`config.mk`:
```
export PLATFORM = sky130hd
export DESIGN_NAME = charge_energy_accumulator_core
export DESIGN_NICKNAME = d
export VERILOG_FILES = /design/src/rtl/core/cea_pkg.sv /design/src/rtl/core/cea_datapath.sv /design/src/rtl/core/cea_controller.sv /design/src/rtl/core/charge_energy_accumulator_core.sv
export SDC_FILE = /design/constraint.sdc
export NUM_CORES = 2
export LEC_CHECK = 0
export ABC_AREA = 1
export BUFFER_PORTS_ARGS = -buffer_cell sky130_fd_sc_hd__buf_2
export CAP_MARGIN = 40
export CORE_MARGIN = 2
export CORE_UTILIZATION = 35
export CTS_CLUSTER_SIZE = 14
export DETAILED_ROUTE_END_ITERATION = 10
export GPL_TIMING_DRIVEN = 0
export HOLD_SLACK_MARGIN = 0.12
export MAX_ROUTING_LAYER = met4
export PLACE_DENSITY_LB_ADDON = 0.1
export SLEW_MARGIN = 20
export SYNTH_ARGS = -nofsm -noshare
export SYNTH_HDL_FRONTEND = slang
export SYNTH_SLANG_ARGS = --single-unit
```
`constraint.sdc`:
```
create_clock -name clock -period 8.4 [get_ports clock]
set_clock_uncertainty 0.05 [all_clocks]
set_input_delay 0.84 -clock clock [delete_from_list [all_inputs] [get_ports clock]]
set_output_delay 0.84 -clock clock [all_outputs]
set_load 0.02 [all_outputs]
```
`src/rtl/core/cea_pkg.sv`:
```
// ----------------------------------------------------------------------------
// Charge and energy accumulator package
// Shared types, command and status structures, and fixed constants of the
// charge and energy accumulator core.
// ----------------------------------------------------------------------------
`default_nettype none

package cea_pkg;

   localparam int NOW_W       = 32;
   localparam int MV_W        = 16;
   localparam int CUR_W       = 26;
   localparam int GAP_W       = 16;
   localparam int PERIOD_W    = 31;
   localparam int OUT_W       = 32;
   localparam int CSR_INDEX_W = 2;
   localparam int CSR_DATA_W  = 32;

   localparam int MUL_A_W     = 33;
   localparam int MUL_B_W     = 17;
   localparam int PROD_W      = MUL_A_W + MUL_B_W;
   localparam int WIDE_W      = 64;

   localparam int DIV_RADIX   = 4;
   localparam int REM_W       = 12;

   localparam logic [GAP_W-1:0]    MAX_GAP_RESET = 16'd500;
   localparam logic [GAP_W-1:0]    SUB_GAP_RESET = 16'd250;
   localparam logic [PERIOD_W-1:0] PERIOD_RESET  = 31'd60000;

   localparam logic [REM_W-1:0] DIVISOR_POWER = 12'd1000;
   localparam logic [REM_W-1:0] DIVISOR_SCALE = 12'd3600;

   localparam logic [CSR_INDEX_W-1:0] CSR_MAX_GAP = 2'd0;
   localparam logic [CSR_INDEX_W-1:0] CSR_SUB_GAP = 2'd1;
   localparam logic [CSR_INDEX_W-1:0] CSR_PERIOD  = 2'd2;

   typedef enum logic [1:0] {
      FUNC_SAMPLE = 2'd0,
      FUNC_RESET  = 2'd1,
      FUNC_POLL   = 2'd2
   } cea_func_type;

   typedef enum logic [1:0] {
      MUL_POWER  = 2'd0,
      MUL_CHARGE = 2'd1,
      MUL_ENERGY = 2'd2
   } cea_mul_sel_type;

   typedef enum logic [1:0] {
      DIV_POWER  = 2'd0,
      DIV_CHARGE = 2'd1,
      DIV_ENERGY = 2'd2
   } cea_div_src_type;

   typedef enum logic [4:0] {
      S_IDLE,
      S_DECODE,
      S_MUL_P,
      S_LOAD_P,
      S_RUN_P,
      S_STORE_P,
      S_MUL_C,
      S_ADD_C,
      S_MUL_E,
      S_ADD_E,
      S_LOAD_C,
      S_RUN_C,
      S_STORE_C,
      S_LOAD_E,
      S_RUN_E,
      S_STORE_E,
      S_FINISH
   } cea_state_type;

   typedef struct packed {
      logic            latch;
      logic            apply;
      logic            mul_en;
      cea_mul_sel_type mul_sel;
      logic            add_charge;
      logic            add_energy;
      logic            div_load;
      logic            div_step;
      logic            div_store;
      cea_div_src_type div_src;
      logic            load_out;
   } cea_cmd_type;

   typedef struct packed {
      logic integrate;
      logic div_last;
   } cea_status_type;

endpackage

`default_nettype wire

```
`src/rtl/core/cea_datapath.sv`:
```
// ----------------------------------------------------------------------------
// Charge and energy accumulator datapath
// Holds the configuration and accumulator state, the shared multiplier, the
// shared radix-16 constant divider and the result register.
// ----------------------------------------------------------------------------
`default_nettype none

module cea_datapath #(
   parameter int ACCUM_WIDTH = 64
) (
   input  wire logic                                 clock,
   input  wire logic                                 reset,
   input  wire cea_pkg::cea_cmd_type                 cmd,
   output      cea_pkg::cea_status_type              status,
   input  wire logic [1:0]                           req_func,
   input  wire logic [cea_pkg::NOW_W-1:0]            req_now_ms,
   input  wire logic [cea_pkg::MV_W-1:0]             req_bus_mv,
   input  wire logic signed [cea_pkg::CUR_W-1:0]     req_current_ua,
   output      logic signed [cea_pkg::OUT_W-1:0]     rsp_charge_milli_mah,
   output      logic signed [cea_pkg::OUT_W-1:0]     rsp_energy_milli_mwh,
   output      logic [cea_pkg::OUT_W-1:0]            rsp_integrated_ms,
   output      logic                                 rsp_checkpoint_due,
   input  wire logic                                 csr_write,
   input  wire logic [cea_pkg::CSR_INDEX_W-1:0]      csr_index,
   input  wire logic [cea_pkg::CSR_DATA_W-1:0]       csr_wdata
);

   localparam int DIV_W     = cea_pkg::DIV_RADIX * ((ACCUM_WIDTH + cea_pkg::DIV_RADIX - 1)
                                                    / cea_pkg::DIV_RADIX);
   localparam int DIV_STEPS = DIV_W / cea_pkg::DIV_RADIX;
   localparam int CNT_W     = $clog2(DIV_STEPS);

   logic [cea_pkg::GAP_W-1:0]    max_gap_ff, max_gap_in;
   logic [cea_pkg::GAP_W-1:0]    sub_gap_ff, sub_gap_in;
   logic [cea_pkg::PERIOD_W-1:0] period_ff, period_in;

   logic [1:0]                       func_ff;
   logic [cea_pkg::NOW_W-1:0]        now_ff;
   logic [cea_pkg::MV_W-1:0]         mv_ff;
   logic signed [cea_pkg::CUR_W-1:0] cur_ff;

   logic signed [ACCUM_WIDTH-1:0] charge_ff, charge_in;
   logic signed [ACCUM_WIDTH-1:0] energy_ff, energy_in;
   logic [cea_pkg::NOW_W-1:0]     elapsed_ff, elapsed_in;
   logic [cea_pkg::NOW_W-1:0]     prev_ff, prev_in;
   logic                          seen_ff, seen_in;
   logic [cea_pkg::NOW_W-1:0]     deadline_ff, deadline_in;
   logic                          due_ff, due_in;
   logic [cea_pkg::GAP_W-1:0]     dt_ff, dt_in;

   logic [cea_pkg::NOW_W-1:0] dt_raw;
   logic [cea_pkg::GAP_W-1:0] dt_sel;
   logic [cea_pkg::NOW_W-1:0] poll_diff;
   logic [cea_pkg::NOW_W-1:0] rearm_tick;

   logic signed [cea_pkg::MUL_A_W-1:0] mul_a;
   logic signed [cea_pkg::MUL_B_W-1:0] mul_b;
   logic signed [cea_pkg::PROD_W-1:0]  mul_res;
   logic signed [cea_pkg::PROD_W-1:0]  prod_ff;
   logic signed [cea_pkg::WIDE_W-1:0]  prod_ext;

   logic signed [cea_pkg::MUL_A_W-1:0] pw_ff;

   logic signed [cea_pkg::WIDE_W-1:0] div_src_val;
   logic                              div_src_neg;
   logic [cea_pkg::WIDE_W-1:0]        div_src_mag;
   logic [DIV_W-1:0]                  div_quo_ff, div_quo_step;
   logic [cea_pkg::REM_W-1:0]         div_rem_ff, div_rem_step;
   logic [cea_pkg::REM_W-1:0]         div_divisor_ff;
   logic                              div_neg_ff;
   logic [CNT_W-1:0]                  div_cnt_ff;
   logic                              div_high;
   logic [cea_pkg::OUT_W-1:0]         div_sat;
   logic [cea_pkg::MUL_A_W-1:0]       div_mag33;
   logic [cea_pkg::MUL_A_W-1:0]       div_pw;

   logic [cea_pkg::OUT_W-1:0] charge_q_ff;
   logic [cea_pkg::OUT_W-1:0] energy_q_ff;

   always_comb begin
      max_gap_in = max_gap_ff;
      sub_gap_in = sub_gap_ff;
      period_in  = period_ff;
      if (csr_write) begin
         unique case (csr_index)
            cea_pkg::CSR_MAX_GAP: max_gap_in = csr_wdata[cea_pkg::GAP_W-1:0];
            cea_pkg::CSR_SUB_GAP: sub_gap_in = csr_wdata[cea_pkg::GAP_W-1:0];
            cea_pkg::CSR_PERIOD:  period_in  = csr_wdata[cea_pkg::PERIOD_W-1:0];
            default:              max_gap_in = max_gap_ff;
         endcase
      end
   end

   assign dt_raw     = now_ff - prev_ff;
   assign dt_sel     = (dt_raw > {16'd0, max_gap_ff}) ? sub_gap_ff : dt_raw[cea_pkg::GAP_W-1:0];
   assign poll_diff  = now_ff - deadline_ff;
   assign rearm_tick = now_ff + {1'b0, period_ff};

   assign prod_ext = cea_pkg::WIDE_W'(prod_ff);

   always_comb begin
      charge_in   = charge_ff;
      energy_in   = energy_ff;
      elapsed_in  = elapsed_ff;
      prev_in     = prev_ff;
      seen_in     = seen_ff;
      deadline_in = deadline_ff;
      due_in      = due_ff;
      dt_in       = dt_ff;
      if (cmd.apply) begin
         due_in = 1'b0;
         unique case (func_ff)
            cea_pkg::FUNC_SAMPLE: begin
               if (seen_ff) begin
                  dt_in      = dt_sel;
                  elapsed_in = elapsed_ff + {16'd0, dt_sel};
               end
               prev_in = now_ff;
               seen_in = 1'b1;
            end
            cea_pkg::FUNC_RESET: begin
               charge_in   = '0;
               energy_in   = '0;
               elapsed_in  = '0;
               prev_in     = '0;
               seen_in     = 1'b0;
               deadline_in = rearm_tick;
            end
            cea_pkg::FUNC_POLL: begin
               if (!poll_diff[cea_pkg::NOW_W-1]) begin
                  due_in      = 1'b1;
                  deadline_in = rearm_tick;
               end
            end
            default: begin
               due_in = 1'b0;
            end
         endcase
      end
      if (cmd.add_charge) begin
         charge_in = charge_ff + prod_ext[ACCUM_WIDTH-1:0];
      end
      if (cmd.add_energy) begin
         energy_in = energy_ff + prod_ext[ACCUM_WIDTH-1:0];
      end
   end

   always_comb begin
      unique case (cmd.mul_sel)
         cea_pkg::MUL_POWER: begin
            mul_a = cea_pkg::MUL_A_W'(cur_ff);
            mul_b = {1'b0, mv_ff};
         end
         cea_pkg::MUL_CHARGE: begin
            mul_a = cea_pkg::MUL_A_W'(cur_ff);
            mul_b = {1'b0, dt_ff};
         end
         cea_pkg::MUL_ENERGY: begin
            mul_a = pw_ff;
            mul_b = {1'b0, dt_ff};
         end
         default: begin
            mul_a = pw_ff;
            mul_b = {1'b0, dt_ff};
         end
      endcase
   end

   assign mul_res = cea_pkg::PROD_W'(mul_a) * cea_pkg::PROD_W'(mul_b);

   always_comb begin
      unique case (cmd.div_src)
         cea_pkg::DIV_POWER:  div_src_val = prod_ext;
         cea_pkg::DIV_CHARGE: div_src_val = cea_pkg::WIDE_W'(charge_ff);
         cea_pkg::DIV_ENERGY: div_src_val = cea_pkg::WIDE_W'(energy_ff);
         default:             div_src_val = prod_ext;
      endcase
   end

   assign div_src_neg = div_src_val[cea_pkg::WIDE_W-1];
   assign div_src_mag = div_src_neg ? (~div_src_val + 64'd1) : div_src_val;

   always_comb begin : div_step_blk
      logic [cea_pkg::REM_W:0] trial;
      div_rem_step = div_rem_ff;
      div_quo_step = div_quo_ff;
      trial        = '0;
      for (int k = 0; k < cea_pkg::DIV_RADIX; k++) begin
         trial        = {div_rem_step, div_quo_step[DIV_W-1]};
         div_quo_step = {div_quo_step[DIV_W-2:0], (trial >= {1'b0, div_divisor_ff})};
         if (trial >= {1'b0, div_divisor_ff}) begin
            div_rem_step = cea_pkg::REM_W'(trial - {1'b0, div_divisor_ff});
         end else begin
            div_rem_step = trial[cea_pkg::REM_W-1:0];
         end
      end
   end

   assign div_high  = |div_quo_ff[DIV_W-1:cea_pkg::OUT_W-1];
   assign div_mag33 = {1'b0, div_quo_ff[cea_pkg::OUT_W-1:0]};
   assign div_pw    = div_neg_ff ? (~div_mag33 + 33'd1) : div_mag33;

   always_comb begin
      if (div_neg_ff) begin
         div_sat = div_high ? 32'h8000_0000 : (~div_quo_ff[cea_pkg::OUT_W-1:0] + 32'd1);
      end else begin
         div_sat = div_high ? 32'h7FFF_FFFF : div_quo_ff[cea_pkg::OUT_W-1:0];
      end
   end

   assign status.integrate = (func_ff == cea_pkg::FUNC_SAMPLE) && seen_ff;
   assign status.div_last  = (div_cnt_ff == CNT_W'(DIV_STEPS - 1));

   always_ff @(posedge clock) begin
      if (reset) begin
         max_gap_ff  <= cea_pkg::MAX_GAP_RESET;
         sub_gap_ff  <= cea_pkg::SUB_GAP_RESET;
         period_ff   <= cea_pkg::PERIOD_RESET;
         charge_ff   <= '0;
         energy_ff   <= '0;
         elapsed_ff  <= '0;
         prev_ff     <= '0;
         seen_ff     <= 1'b0;
         deadline_ff <= {1'b0, cea_pkg::PERIOD_RESET};
         due_ff      <= 1'b0;
      end else begin
         max_gap_ff  <= max_gap_in;
         sub_gap_ff  <= sub_gap_in;
         period_ff   <= period_in;
         charge_ff   <= charge_in;
         energy_ff   <= energy_in;
         elapsed_ff  <= elapsed_in;
         prev_ff     <= prev_in;
         seen_ff     <= seen_in;
         deadline_ff <= deadline_in;
         due_ff      <= due_in;
      end
   end

   always_ff @(posedge clock) begin
      dt_ff <= dt_in;
      if (cmd.latch) begin
         func_ff <= req_func;
         now_ff  <= req_now_ms;
         mv_ff   <= req_bus_mv;
         cur_ff  <= req_current_ua;
      end
      if (cmd.mul_en) begin
         prod_ff <= mul_res;
      end
      if (cmd.div_load) begin
         div_quo_ff     <= div_src_mag[DIV_W-1:0];
         div_rem_ff     <= '0;
         div_neg_ff     <= div_src_neg;
         div_cnt_ff     <= '0;
         div_divisor_ff <= (cmd.div_src == cea_pkg::DIV_POWER) ? cea_pkg::DIVISOR_POWER
                                                               : cea_pkg::DIVISOR_SCALE;
      end else if (cmd.div_step) begin
         div_quo_ff <= div_quo_step;
         div_rem_ff <= div_rem_step;
         div_cnt_ff <= div_cnt_ff + CNT_W'(1);
      end
      if (cmd.div_store) begin
         unique case (cmd.div_src)
            cea_pkg::DIV_POWER:  pw_ff       <= div_pw;
            cea_pkg::DIV_CHARGE: charge_q_ff <= div_sat;
            cea_pkg::DIV_ENERGY: energy_q_ff <= div_sat;
            default:             pw_ff       <= div_pw;
         endcase
      end
      if (cmd.load_out) begin
         rsp_charge_milli_mah <= charge_q_ff;
         rsp_energy_milli_mwh <= energy_q_ff;
         rsp_integrated_ms    <= elapsed_ff;
         rsp_checkpoint_due   <= due_ff;
      end
   end

endmodule

`default_nettype wire

```
`src/rtl/core/cea_controller.sv`:
```
// ----------------------------------------------------------------------------
// Charge and energy accumulator controller
// Sequences each request through decode, multiply (for samples that integrate),
// divide and result load, and owns the request and result handshakes.
// ----------------------------------------------------------------------------
`default_nettype none

module cea_controller (
   input  wire logic                    clock,
   input  wire logic                    reset,
   input  wire logic                    req_valid,
   output      logic                    req_stall,
   output      logic                    rsp_valid,
   input  wire logic                    rsp_stall,
   output      cea_pkg::cea_cmd_type    cmd,
   input  wire cea_pkg::cea_status_type status
);

   cea_pkg::cea_state_type state_ff, state_in;
   logic                   rsp_valid_ff, rsp_valid_in;
   logic                   out_free;

   assign out_free     = !rsp_valid_ff || !rsp_stall;
   assign rsp_valid_in = cmd.load_out || (rsp_valid_ff && rsp_stall);
   assign rsp_valid    = rsp_valid_ff;
   assign req_stall    = (state_ff != cea_pkg::S_IDLE);

   always_comb begin
      state_in = state_ff;
      unique case (state_ff)
         cea_pkg::S_IDLE:    if (req_valid) state_in = cea_pkg::S_DECODE;
         cea_pkg::S_DECODE:  state_in = status.integrate ? cea_pkg::S_MUL_P : cea_pkg::S_LOAD_C;
         cea_pkg::S_MUL_P:   state_in = cea_pkg::S_LOAD_P;
         cea_pkg::S_LOAD_P:  state_in = cea_pkg::S_RUN_P;
         cea_pkg::S_RUN_P:   if (status.div_last) state_in = cea_pkg::S_STORE_P;
         cea_pkg::S_STORE_P: state_in = cea_pkg::S_MUL_C;
         cea_pkg::S_MUL_C:   state_in = cea_pkg::S_ADD_C;
         cea_pkg::S_ADD_C:   state_in = cea_pkg::S_MUL_E;
         cea_pkg::S_MUL_E:   state_in = cea_pkg::S_ADD_E;
         cea_pkg::S_ADD_E:   state_in = cea_pkg::S_LOAD_C;
         cea_pkg::S_LOAD_C:  state_in = cea_pkg::S_RUN_C;
         cea_pkg::S_RUN_C:   if (status.div_last) state_in = cea_pkg::S_STORE_C;
         cea_pkg::S_STORE_C: state_in = cea_pkg::S_LOAD_E;
         cea_pkg::S_LOAD_E:  state_in = cea_pkg::S_RUN_E;
         cea_pkg::S_RUN_E:   if (status.div_last) state_in = cea_pkg::S_STORE_E;
         cea_pkg::S_STORE_E: state_in = cea_pkg::S_FINISH;
         cea_pkg::S_FINISH:  if (out_free) state_in = cea_pkg::S_IDLE;
         default:            state_in = cea_pkg::S_IDLE;
      endcase
   end

   always_comb begin
      cmd         = '0;
      cmd.mul_sel = cea_pkg::MUL_POWER;
      cmd.div_src = cea_pkg::DIV_POWER;
      unique case (state_ff)
         cea_pkg::S_IDLE:    cmd.latch = req_valid;
         cea_pkg::S_DECODE:  cmd.apply = 1'b1;
         cea_pkg::S_MUL_P: begin
            cmd.mul_en  = 1'b1;
            cmd.mul_sel = cea_pkg::MUL_POWER;
         end
         cea_pkg::S_LOAD_P:  cmd.div_load = 1'b1;
         cea_pkg::S_RUN_P:   cmd.div_step = 1'b1;
         cea_pkg::S_STORE_P: cmd.div_store = 1'b1;
         cea_pkg::S_MUL_C: begin
            cmd.mul_en  = 1'b1;
            cmd.mul_sel = cea_pkg::MUL_CHARGE;
         end
         cea_pkg::S_ADD_C:   cmd.add_charge = 1'b1;
         cea_pkg::S_MUL_E: begin
            cmd.mul_en  = 1'b1;
            cmd.mul_sel = cea_pkg::MUL_ENERGY;
         end
         cea_pkg::S_ADD_E:   cmd.add_energy = 1'b1;
         cea_pkg::S_LOAD_C: begin
            cmd.div_load = 1'b1;
            cmd.div_src  = cea_pkg::DIV_CHARGE;
         end
         cea_pkg::S_RUN_C: begin
            cmd.div_step = 1'b1;
            cmd.div_src  = cea_pkg::DIV_CHARGE;
         end
         cea_pkg::S_STORE_C: begin
            cmd.div_store = 1'b1;
            cmd.div_src   = cea_pkg::DIV_CHARGE;
         end
         cea_pkg::S_LOAD_E: begin
            cmd.div_load = 1'b1;
            cmd.div_src  = cea_pkg::DIV_ENERGY;
         end
         cea_pkg::S_RUN_E: begin
            cmd.div_step = 1'b1;
            cmd.div_src  = cea_pkg::DIV_ENERGY;
         end
         cea_pkg::S_STORE_E: begin
            cmd.div_store = 1'b1;
            cmd.div_src   = cea_pkg::DIV_ENERGY;
         end
         cea_pkg::S_FINISH:  cmd.load_out = out_free;
         default:            cmd.latch = 1'b0;
      endcase
   end

   always_ff @(posedge clock) begin
      if (reset) begin
         state_ff     <= cea_pkg::S_IDLE;
         rsp_valid_ff <= 1'b0;
      end else begin
         state_ff     <= state_in;
         rsp_valid_ff <= rsp_valid_in;
      end
   end

`ifndef SYNTH
   a_accept_decodes: assert property (@(posedge clock) disable iff (reset)
      (state_ff == cea_pkg::S_IDLE && req_valid) |=> (state_ff == cea_pkg::S_DECODE))
      else $error("accepted request did not move to decode");

   a_no_overwrite: assert property (@(posedge clock) disable iff (reset)
      cmd.load_out |-> (!rsp_valid_ff || !rsp_stall))
      else $error("result register loaded while a result is still pending");

   a_divide_runs: assert property (@(posedge clock) disable iff (reset)
      (state_ff == cea_pkg::S_RUN_C && !status.div_last) |=> (state_ff == cea_pkg::S_RUN_C))
      else $error("charge division left before its last step");

   a_one_command: assert property (@(posedge clock) disable iff (reset)
      $onehot0({cmd.apply, cmd.mul_en, cmd.add_charge, cmd.add_energy,
                cmd.div_load, cmd.div_step, cmd.div_store, cmd.load_out}))
      else $error("more than one datapath command in a cycle");
`endif

endmodule

`default_nettype wire

```
`src/rtl/core/charge_energy_accumulator_core.sv`:
```
// ----------------------------------------------------------------------------
// Charge and energy accumulator core
// Each request is carried through to its result before the next is accepted:
// a sample that integrates runs three constant divisions in the shared radix-16
// divider, other requests two. A stalled result holds the core in its finish
// state, so no new request is taken until the result register is free.
// Reset is synchronous, no sweep.
// ----------------------------------------------------------------------------
`default_nettype none

module charge_energy_accumulator_core #(
   parameter int ACCUM_WIDTH = 64
) (
   input  wire logic                                 clock,
   input  wire logic                                 reset,
   input  wire logic                                 req_valid,
   output      logic                                 req_stall,
   input  wire logic [1:0]                           req_func,
   input  wire logic [cea_pkg::NOW_W-1:0]            req_now_ms,
   input  wire logic [cea_pkg::MV_W-1:0]             req_bus_mv,
   input  wire logic signed [cea_pkg::CUR_W-1:0]     req_current_ua,
   output      logic                                 rsp_valid,
   input  wire logic                                 rsp_stall,
   output      logic signed [cea_pkg::OUT_W-1:0]     rsp_charge_milli_mah,
   output      logic signed [cea_pkg::OUT_W-1:0]     rsp_energy_milli_mwh,
   output      logic [cea_pkg::OUT_W-1:0]            rsp_integrated_ms,
   output      logic                                 rsp_checkpoint_due,
   input  wire logic                                 csr_valid,
   output      logic                                 csr_ready,
   input  wire logic [cea_pkg::CSR_INDEX_W-1:0]      csr_index,
   input  wire logic [cea_pkg::CSR_DATA_W-1:0]       csr_wdata
);

   cea_pkg::cea_cmd_type    cmd;
   cea_pkg::cea_status_type status;

   assign csr_ready = 1'b1;

   cea_controller u_controller (
      .clock     (clock),
      .reset     (reset),
      .req_valid (req_valid),
      .req_stall (req_stall),
      .rsp_valid (rsp_valid),
      .rsp_stall (rsp_stall),
      .cmd       (cmd),
      .status    (status)
   );

   cea_datapath #(
      .ACCUM_WIDTH (ACCUM_WIDTH)
   ) u_datapath (
      .clock                (clock),
      .reset                (reset),
      .cmd                  (cmd),
      .status               (status),
      .req_func             (req_func),
      .req_now_ms           (req_now_ms),
      .req_bus_mv           (req_bus_mv),
      .req_current_ua       (req_current_ua),
      .rsp_charge_milli_mah (rsp_charge_milli_mah),
      .rsp_energy_milli_mwh (rsp_energy_milli_mwh),
      .rsp_integrated_ms    (rsp_integrated_ms),
      .rsp_checkpoint_due   (rsp_checkpoint_due),
      .csr_write            (csr_valid & csr_ready),
      .csr_index            (csr_index),
      .csr_wdata            (csr_wdata)
   );

endmodule

`default_nettype wire

```
==> flow_summary.toml <==
[outcome]
status = "completed"

[detailed_routing]
totalWireLength_um = 228000
ant_nets = 0
dr.pass1.iters = 6
vias_per_cell = 5.09
num_vias = 54812
avgRoutedWirePerCell_um = 21.1
drtIter0Drc = 3645
drc = 0

[floorplan]
core_area_mm2 = 0.178
die_x_um = 427
start_util_pct = 35.2
dieArea_mm2 = 0.183
rows = 155
boundaryPins = 215
die_y_um = 427

[cells_and_area]
layout_common_cells = "1639 x nand2_1, 1296 x inv_1, 736 x nor2_1"
area.growth.synth_to_final_pct = 13.8
num-nets-final = 9367
layout-drive-gt1-share_pct = 9.52
layout_commonest_cell = "nand2_1"

[clock_network]
ctsRootBufferMaster = "clkbuf_16"
cts_buffers = 88
cts_buffer_depth = 3
cts.sinks = 714
clk_pin_slew_worst_paths_ps = 60
ctsHtreeMaxLevel = 3
cts_tree = "done"
clock_latency_ps = 750

[setup_path]
crit_slowest_cell = "fa_1"
worst_ep_arrival_time_ps = 8390
crit_type = "reg -> reg"
cpPeakStageDelay_ps = 570
cp.required_ps = 8800
startpoint_type = "flop"
cpMostUsedCell = "fa_1"
cp_max_fo = 10
endpoint_kind = "flop"
worst-path-buf-inv = 9
path_delay_family = "adder cells"

[grt]
grt_pass1_vias = 54512
overflow = 0
grt_pass1_wl_um = 339000
grt_usage_pct = 25.4
grt_max_degree = 52
antenna_found_initial = 1

[synth]
ys_top_cells_by_area = "edfxtp_1 19%, fa_1 16%, dfxtp_1 9.9%, nand2_1 9.8%, ha_1 8.1%"
synth.net_count = 8976
yosysUniqueCellTypes = 74
synth_seq_cells = 714
async_flop_share_pct = 0
synth_edf_count = 403
synthCells = 7942
ys_seq_area_share_pct = 29.2
netlist_area_mm2 = 0.0627
ys.flop_type = "edfxtp_1"
synth_top_area_share_pct = 19.3
postSynthAreaPerCell_um2 = 7.89
yosys.area.top_type = "edfxtp_1"
ys.warnings.count = 0

[placement]
dp.final_hpwl_um = 191000
dpl_worst_slack_ps = -1540
gp_congestion = 0.979
io_buffers = 211

[timing]
hold_viol_final = 0
max_freq_ghz = 0.125
setup_ws_ps = 412
relSlewSlack_pct = 40.3
slew_violations = 0
rsz0062_at_grt = "no"
finalSetupViolCount = 0
post-route-period-util_pct = 95.1
finalCriticalPeriod_ps = 7990
worst_pin_slew_ps = 886

[min_path]
hold_class = "in -> reg"

[run]
max_cap_violations = 0
stage by stage:
| stage | cells | hold slack, ps | TNS [ps] | utilization, % | instance area, µm² |
|---|---|---|---|---|---|
| 2_1_floorplan | 7942 | 350 | 0 | - | 62700 |
| 3_3_place_gp | 10508 | 352 | -176990 | 37.4 | 66700 |
| 3_5_place_dp | 10571 | 355 | -34250 | 37.9 | 67500 |
| 4_1_cts | 10743 | 171 | 0 | 39.7 | 70800 |
| 5_1_grt | 10763 | 197 | 0 | 40.0 | 71300 |
| 6_report | 10763 | 234 | 0 | 40.0 | 71300 |
final timing paths:
check	start	to	slack, ps	cells after the start
worst max-delay path	u_controller.state_ff[1]$_SDFFE_PP0P_	u_datapath.prod_ff[49]$_DFFE_PP_	410	34
worst max register to register	u_controller.state_ff[1]$_SDFFE_PP0P_	u_datapath.prod_ff[49]$_DFFE_PP_	410	34
worst min-delay path	req_bus_mv[9]	u_datapath.mv_ff[9]$_DFFE_PP_	230	1
worst min register to register	u_datapath.energy_q_ff[5]$_DFFE_PP_	u_datapath.rsp_energy_milli_mwh[5]$_DFFE_PP_	360	0
Yosys cell counts, drive strengths merged, types with 2 or more instances:
cell     count
nand2     1663
inv       1331
nor2       766
a21oi      667
o21ai      547
fa         512
ha         407
edfxtp     403
dfxtp      311
nand3      286
clkbuf     192
xor2       113
a31oi       81
or2         81
xnor2       71
nor3        68
o211ai      55
nand4       49
buf         43
a21boi      41
nor4        36
o21a        27
a221o       25
nand3b      25
o21bai      25
o2111ai     19
a21o        18
a211oi      15
clkinv       8
o221ai       8
and3         7
o31ai        7
a221oi       6
o311ai       5
o22ai        4
a22o         3
o2bb2ai      3
nor3b        2
o221a        2
o311a        2
layer usage:
layer  track usage [%]  up-vias  wire length, µm
li1                  -    26635                -
met1              33.7    26614           104000
met2              40.9     1279           106000
met3              2.68      284             9820
met4              7.59        0             7340
met5                 -        -                0
what timing repair did:
| item | in CTS | in global routing |
|---|---|---|
| hold buffers | 0 | 0 |
| setup buffers | 12 | 24 |
| setup endpoints to repair | 45 | 33 |
| pin swaps | 3 | 15 |
| gates resized for setup | 113 | 138 |
worst reg2reg max path: cells and delay by family, from the launching register on:
family / cells / cell delay (ps)
AO/OA/AOI/OAI: 8 / 1230
XOR/XNOR: 1 / 170
adder cells (fa/ha/maj): 7 / 3270
buffers and inverters: 9 / 1310
flip-flops: 1 / 390
AND/OR/NAND/NOR: 9 / 1330
cells by family (layout without fill, tap and decap cells):
logic type               after synthesis  in the layout  synth area share (%)
XOR/XNOR                             184            184                  2.57
multiplexers                           1              1                0.0160
AND/OR/NAND/NOR                     2984           2984                  20.0
adder cells (fa/ha/maj)              919            919                  24.5
AO/OA/AOI/OAI                       1565           1565                  14.1
flip-flops                           714            714                  29.2
buffers and inverters               1574           2039                  9.65
other                                  1              2               0.00598
final cells by class:
cell class	instances	area (µm²)
buffer	223	1130
inverter	1339	5070
timing repair buffer	313	2140
clock inverter	55	591
sequential	714	18300
multi-input combinational	5654	38800
tap	2355	2950
antenna	1	2.50
clock buffer	109	2340
fill	18527	107000
registers in the layout, summed over array words and instances (netlist names), 33 cells and up:
register	cells
u_datapath.div_quo_ff	64
u_datapath.pw_ff	33
u_datapath.prod_ff	50
u_datapath.energy_ff	64
u_datapath.charge_ff	64
Power is left out: the tool's default activity adds up to more than one toggle a clock period on the data nets, which glitch-free logic cannot reach.
